--- src/sv/tltc_pkg.sv ---
// ---------------------------------------------------------------------------
// tltc_pkg
// Payload types and character constants of the line/column tracker.
// ---------------------------------------------------------------------------
package tltc_pkg;

   localparam logic [7:0]  CHAR_LF    = 8'h0A;
   localparam logic [7:0]  CHAR_CR    = 8'h0D;
   localparam logic [31:0] OUT_MAX    = 32'hFFFF_FFFF;
   localparam logic [31:0] LINE_FIRST = 32'd1;

   typedef struct packed {
      logic [7:0] text_byte;
      logic       last_byte;
   } req_type;

   typedef struct packed {
      logic [31:0] line_number;
      logic [31:0] column_number;
   } rsp_type;

endpackage

--- src/sv/text_line_column_tracker_core.sv ---
// ---------------------------------------------------------------------------
// text_line_column_tracker_core
// Streams text one byte per request and returns its line and column number.
// ---------------------------------------------------------------------------
//  channel  direction  handshake              payload
//  req      in         req_valid / req_ready  req_data  (text_byte, last_byte)
//  rsp      out        rsp_valid / rsp_ready  rsp_data  (line_number, column_number)
//
//  One request per cycle sustained while rsp_ready stays high; each result
//  passes through the input register, then the result register.
//  The tracker state steps when a request moves from the input register into
//  the result register.
//  Reset (synchronous) empties both registers and returns the tracker to
//  line 1, offset 0. A request flagged last_byte returns the tracker there afterwards.
//  A stall on rsp_ready holds the result; the input register still takes
//  one more request, and req_ready then drops until the result is taken.
// ---------------------------------------------------------------------------
module text_line_column_tracker_core #(
   parameter int OFFSET_WIDTH = 32
) (
   input  logic              clock,
   input  logic              reset,
   input  logic              req_valid,
   output logic              req_ready,
   input  tltc_pkg::req_type req_data,
   output logic              rsp_valid,
   input  logic              rsp_ready,
   output tltc_pkg::rsp_type rsp_data
);
   import tltc_pkg::*;

   logic    hold_valid;
   req_type hold_data;
   logic    can_load;
   logic    advance;
   rsp_type step_result;

   // A held request advances whenever the result register has room.
   assign advance = hold_valid && can_load;

   tltc_in_reg u_in_reg (
      .clock      (clock),
      .reset      (reset),
      .req_valid  (req_valid),
      .req_ready  (req_ready),
      .req_data   (req_data),
      .advance    (advance),
      .hold_valid (hold_valid),
      .hold_data  (hold_data)
   );

   // Line/column state plus the compare-and-increment update for one byte.
   tltc_tracker #(
      .OFFSET_WIDTH (OFFSET_WIDTH)
   ) u_tracker (
      .clock    (clock),
      .reset    (reset),
      .step     (advance),
      .req_data (hold_data),
      .rsp_data (step_result)
   );

   tltc_out_reg u_out_reg (
      .clock     (clock),
      .reset     (reset),
      .load      (advance),
      .load_data (step_result),
      .can_load  (can_load),
      .rsp_valid (rsp_valid),
      .rsp_ready (rsp_ready),
      .rsp_data  (rsp_data)
   );
endmodule

--- src/sv/tltc_in_reg.sv ---
// ---------------------------------------------------------------------------
// tltc_in_reg
// Input register: holds one request until the tracker consumes it.
// ---------------------------------------------------------------------------
module tltc_in_reg (
   input  logic              clock,
   input  logic              reset,
   input  logic              req_valid,
   output logic              req_ready,
   input  tltc_pkg::req_type req_data,
   input  logic              advance,
   output logic              hold_valid,
   output tltc_pkg::req_type hold_data
);
   import tltc_pkg::*;

   logic    valid_ff, valid_in;
   req_type data_ff;

   assign req_ready = !valid_ff || advance;
   assign valid_in  = req_ready ? req_valid : valid_ff;

   always_ff @(posedge clock) begin
      if (reset) begin
         valid_ff <= 1'b0;
      end else begin
         valid_ff <= valid_in;
      end
   end

   always_ff @(posedge clock) begin
      if (req_ready && req_valid) begin
         data_ff <= req_data;
      end
   end

   assign hold_valid = valid_ff;
   assign hold_data  = data_ff;
endmodule

--- src/sv/tltc_tracker.sv ---
// ---------------------------------------------------------------------------
// tltc_tracker
// Line/column state and the per-byte update; state moves on each step.
// ---------------------------------------------------------------------------
module tltc_tracker #(
   parameter int OFFSET_WIDTH = 32
) (
   input  logic              clock,
   input  logic              reset,
   input  logic              step,
   input  tltc_pkg::req_type req_data,
   output tltc_pkg::rsp_type rsp_data
);
   import tltc_pkg::*;

   localparam int WIDE_WIDTH = (OFFSET_WIDTH + 1 > 33) ? OFFSET_WIDTH + 1 : 33;

   logic [OFFSET_WIDTH-1:0] position_ff, position_in;
   logic [31:0]             line_count_ff, line_count_in;
   logic                    open_break_ff, open_break_in;
   logic                    open_is_cr_ff, open_is_cr_in;
   logic                    pending_ff, pending_in;
   logic [OFFSET_WIDTH-1:0] break_pos_ff, break_pos_in;
   logic                    break_seen_ff, break_seen_in;

   logic                    is_cr, is_brk, is_pair, line_step;
   logic [31:0]             line_now;
   logic [OFFSET_WIDTH:0]   pos_plus;
   logic [OFFSET_WIDTH-1:0] pos_diff;
   logic [WIDE_WIDTH-1:0]   col_wide;
   logic [31:0]             col_now;

   always_comb begin
      is_cr     = (req_data.text_byte == CHAR_CR);
      is_brk    = is_cr || (req_data.text_byte == CHAR_LF);
      is_pair   = open_break_ff && is_brk && (is_cr != open_is_cr_ff);
      // a pair closed last byte, or a lone break ends here
      line_step = pending_ff || (open_break_ff && !is_pair);
      line_now  = (line_step && (line_count_ff != OUT_MAX)) ?
                  line_count_ff + 32'd1 : line_count_ff;

      pos_plus = {1'b0, position_ff} + {{OFFSET_WIDTH{1'b0}}, 1'b1};
      pos_diff = position_ff - break_pos_ff;
      col_wide = break_seen_ff ? WIDE_WIDTH'(pos_diff) : WIDE_WIDTH'(pos_plus);
      col_now  = (col_wide > WIDE_WIDTH'(OUT_MAX)) ? OUT_MAX : col_wide[31:0];

      rsp_data.line_number   = line_now;
      rsp_data.column_number = col_now;
   end

   always_comb begin
      position_in   = position_ff;
      line_count_in = line_count_ff;
      open_break_in = open_break_ff;
      open_is_cr_in = open_is_cr_ff;
      pending_in    = pending_ff;
      break_pos_in  = break_pos_ff;
      break_seen_in = break_seen_ff;
      if (step) begin
         if (req_data.last_byte) begin
            position_in   = '0;
            line_count_in = LINE_FIRST;
            open_break_in = 1'b0;
            open_is_cr_in = 1'b0;
            pending_in    = 1'b0;
            break_pos_in  = '0;
            break_seen_in = 1'b0;
         end else begin
            line_count_in = line_now;
            pending_in    = is_pair;
            open_break_in = is_brk && !is_pair;
            open_is_cr_in = is_brk && !is_pair && is_cr;
            // a break at offset 0 never anchors a column
            if (is_brk && (position_ff != '0)) begin
               break_pos_in  = position_ff;
               break_seen_in = 1'b1;
            end
            if (position_ff != '1) begin
               position_in = pos_plus[OFFSET_WIDTH-1:0];
            end
         end
      end
   end

   always_ff @(posedge clock) begin
      if (reset) begin
         position_ff   <= '0;
         line_count_ff <= LINE_FIRST;
         open_break_ff <= 1'b0;
         open_is_cr_ff <= 1'b0;
         pending_ff    <= 1'b0;
         break_pos_ff  <= '0;
         break_seen_ff <= 1'b0;
      end else begin
         position_ff   <= position_in;
         line_count_ff <= line_count_in;
         open_break_ff <= open_break_in;
         open_is_cr_ff <= open_is_cr_in;
         pending_ff    <= pending_in;
         break_pos_ff  <= break_pos_in;
         break_seen_ff <= break_seen_in;
      end
   end
endmodule

--- src/sv/tltc_out_reg.sv ---
// ---------------------------------------------------------------------------
// tltc_out_reg
// Result register: holds one result until the consumer takes it.
// ---------------------------------------------------------------------------
module tltc_out_reg (
   input  logic              clock,
   input  logic              reset,
   input  logic              load,
   input  tltc_pkg::rsp_type load_data,
   output logic              can_load,
   output logic              rsp_valid,
   input  logic              rsp_ready,
   output tltc_pkg::rsp_type rsp_data
);
   import tltc_pkg::*;

   logic    valid_ff, valid_in;
   rsp_type data_ff;

   assign can_load = !valid_ff || rsp_ready;
   assign valid_in = can_load ? load : valid_ff;

   always_ff @(posedge clock) begin
      if (reset) begin
         valid_ff <= 1'b0;
      end else begin
         valid_ff <= valid_in;
      end
   end

   always_ff @(posedge clock) begin
      if (load) begin
         data_ff <= load_data;
      end
   end

   assign rsp_valid = valid_ff;
   assign rsp_data  = data_ff;
endmodule

--- config.mk ---
export PLATFORM = sky130hd
export DESIGN_NAME = text_line_column_tracker_core
export DESIGN_NICKNAME = d
export VERILOG_FILES = /design/src/sv/tltc_pkg.sv /design/src/sv/text_line_column_tracker_core.sv /design/src/sv/tltc_in_reg.sv /design/src/sv/tltc_tracker.sv /design/src/sv/tltc_out_reg.sv
export SDC_FILE = /design/constraint.sdc
export NUM_CORES = 1
export LEC_CHECK = 0
export BUFFER_PORTS_ARGS = -buffer_cell sky130_fd_sc_hd__clkbuf_2
export CAP_MARGIN = 15
export CORE_MARGIN = 5
export CORE_UTILIZATION = 45
export CTS_CLUSTER_DIAMETER = 100
export DETAILED_ROUTE_END_ITERATION = 10
export PLACE_DENSITY = 0.64
export SLEW_MARGIN = 10
export SYNTH_ARGS = -nofsm -noshare
export SYNTH_HDL_FRONTEND = slang
export SYNTH_HIERARCHICAL = 1
export SYNTH_SLANG_ARGS = --single-unit
--- constraint.sdc ---
create_clock -name clock -period 3.56 [get_ports clock]
set_input_delay 0.178 -clock clock [delete_from_list [all_inputs] [get_ports clock]]
set_output_delay 0.178 -clock clock [all_outputs]
set_load 0.01 [all_outputs]
==> results by group <==
Power and ir drop
  – Peak supply drop: 277 uV
  – Comb pwr share: 5.4%
  – P_leak: 4.46 nW
  – Sw Pwr: 1.11 mW
  – Power Dens Cells: 370 nW/um2
  – Clock power frac: 44.3%
  – Power Total: 4.28 mW
  – Seq pwr share: 50.3%
  – Sw frac: 26.0%
  – Internal power: 3.17 mW

Routing
  – WL/cell: 17.7 um
  – WL final: 26800 um
  – # DRC: 0
  – Detailed Routing Iterations Pass 1: 7
  – Via Count: 8835
  – 1st-iter DRT viols: 680
  – Routed Antenna Nets: 0
  – Routed vias/inst: 5.85

Clock tree
  – CTS-repair resized insts: 0
  – Root Buffer: clkbuf_16
  – Clk buf depth: 2
  – H-tree depth: 4
  – Clk_lat worst skew: 0.44 ns
  – Cts hold-fix bufs: 10
  – CTS tree: yes
  – Clock slew at reported path FFs: 0.08 ns
  – CTS Sinks: 175
  – Total CTS buffers: 17
  – Post-CTS Setup Inserts: 0

Global routing
  – M2 GR Usage: 33.5%
  – Grt peak-use layer: met2
  – Vias in the first global route: 8225
  – Grt ovf: 0
  – GRT met3 Usage: 3.28%
  – Initial antenna violation count: 0
  – Largest net degree at the start of global routing: 58
  – GRT Resource Usage Total: 20.5%
  – First-pass GRT wire length: 43500 um
  – GR met1 Demand/Resource: 28.4%

Floorplan
  – Core area: 22500 um2
  – Die ar.: 25900 um2
  – Die Y: 161 um
  – Die width: 161 um
  – Floorplan row count: 55
  – IO Pins: 79
  – Starting density of the core: 45.5%

Placement
  – DP Area: 10900 um2
  – Dpl hpwl: 19000 um
  – GP Congestion: 0.881
  – Pre-CTS setup slack: 0.519 ns
  – I/O Buffers: 78
  – Placed instance count: 1469

Cells and area
  – Final instance area: 11600 um2
  – Final net count: 1261
  – Fillers: 2112
  – Fin cells: 1511
  – Final Core Density: 51.4%
  – Share of post-route cells with drive strength above 1: 13.9%
  – Area grow syn2layout: 13.1%
  – Diode count: 0

STA
  – PnR worst setup slack: 0.478 ns
  – Worst Skew: 0.0143 ns
  – Maximum clock rate: 324 MHz
  – Min Hold Slack: 0.0196 ns
  – Final Hold Fails: 0
  – Crit share post-route: 86.6%
  – Endpoints failing setup: 0
  – Rel. slew slack: 46.1%
  – Setup TNS Final: 0 ns
  – Slew @ Worst Pin: 0.805 ns
  – Slew Viols, Final: 0
  – Crit path time final: 3.08 ns
  – RSZ-0062 raised after global routing: no

Logic synthesis
  – Syn Area/Cell: 8.81 um2
  – Async set-or-reset flop fraction in the synthesized netlist: 0%
  – Post-synth top area share: 21.4%
  – Synth top area cells: edfxtp_1, dfxtp_1, a21oi_1, nor2_1, ha_1
  – Register area share after synthesis: 41.4%
  – Post-synth EDFFs: 73
  – Mapped Nets: 1209
  – Top cell type by total area after synthesis: edfxtp_1
  – FF+latch count, synth: 175
  – Post-synth cell types: 84
  – Main synth FF type: dfxtp_1
  – Post-Syn Instances: 1161
  – Synth Cell Area: 10200 um2
  – Synth Warn #: 6
  – Most common cell in the netlist: nor2_1
  – Synth top cells by count: nor2_1, dfxtp_1, a21oi_1

Setup path
  – Worst-path fanout max: 10
  – Path type of the worst setup path: reg2reg
  – R2R Setup Slk: 0.48 ns
  – Worst setup EP type: flop
  – Worst endpoint required time: 3.73 ns
  – Worst EP arrival: 3.26 ns
  – Crit start category: flop

Min path
  – Hold WC Path Type: in2reg

Status
  – Status: complete, no violations

Run
  – Max cap viols: 0
sequential cells by signal, indices dropped and copies added (netlist names):
| signal | flops |
|---|---|
| u_out_reg/rsp_data | 64 |
| u_tracker/line_count_ff | 32 |
| u_tracker/position_ff | 32 |
| u_tracker/pending_ff | 1 |
| u_in_reg/hold_data | 9 |
| u_tracker/break_pos_ff | 32 |
| u_tracker/break_seen_ff | 1 |
| u_tracker/open_break_ff | 1 |
| u_in_reg/hold_valid | 1 |
| u_out_reg/rsp_valid | 1 |
| u_tracker/open_is_cr_ff | 1 |
kinds of logic (layout without fill, tap and decap cells):
group,Yosys count,in the layout,synth area share [%]
simple gates,411,411,21.0
compound gates,333,333,21.4
flops,175,175,41.4
buf+inv,132,197,5.29
xor+xnor,70,70,6.06
fa+ha+maj,35,35,4.35
mux,5,5,0.501
area by class of cell:
type                    count  area, um2  share of cell area [%]
well taps                 285        357                    3.08
flip-flops and latches    175       4240                    36.6
clock inverters            15        190                    1.64
clock buffers              17        425                    3.67
inverters                  51        191                    1.65
multi-input cells         854       5480                    47.3
repair buffers            114        698                    6.03
power by group through the flow:
stage	clock (mW)	sequential [mW]	combinational [mW]
detailed placement	0	2.20	0.226
floorplan	0	2.22	0.107
CTS	1.94	2.16	0.235
finish	1.89	2.15	0.231
global placement	0	2.20	0.223
global route	2.02	2.16	0.253
worst max-delay path, stage by stage, from the launching register on:
cell      delay, ns
dfxtp_1        0.54
nand4_1        0.17
nor3_1         0.53
or4b_1         0.68
nor2_1         0.29
mux2i_1        0.32
o22a_1         0.17
o211ai_1       0.11
final timing paths:
path / start / endpoint / cells after the start
worst max-delay path: u_tracker/position_ff[3] / u_out_reg/rsp_data[31] / 7
worst min-delay path: rsp_ready / u_out_reg/rsp_valid / 3
worst max register to register: u_tracker/position_ff[3] / u_out_reg/rsp_data[31] / 7
worst min register to register: u_tracker/break_pos_ff[16] / u_tracker/break_pos_ff[16] / 2
layer usage:
layer  wire length (um)  up-vias
met5                  0        -
met4                435        0
met3               1480       32
met2              12500      272
met1              12400     4161
li1                   -     4370
layout by cell type (no fill, tap or decap), drive strengths merged, types with 10 or more instances in the layout:
cell type	netlist	routed
edfxtp	73	73
a21o	17	17
a22oi	44	44
nand3	41	41
nor4	15	15
dfxtp	102	102
dlygate4sd3	0	10
xor2	30	30
xnor2	40	40
ha	34	34
nor2	114	114
nand2b	12	12
and3	23	23
buf	23	26
o31ai	14	14
inv	51	57
a31oi	23	23
clkbuf	58	95
o21ai	58	58
and2	16	16
nand4	14	14
nor3	45	45
a211oi	24	24
nand2	77	77
a21oi	89	89
and4	12	12
(Power assumes the default switching activity.)
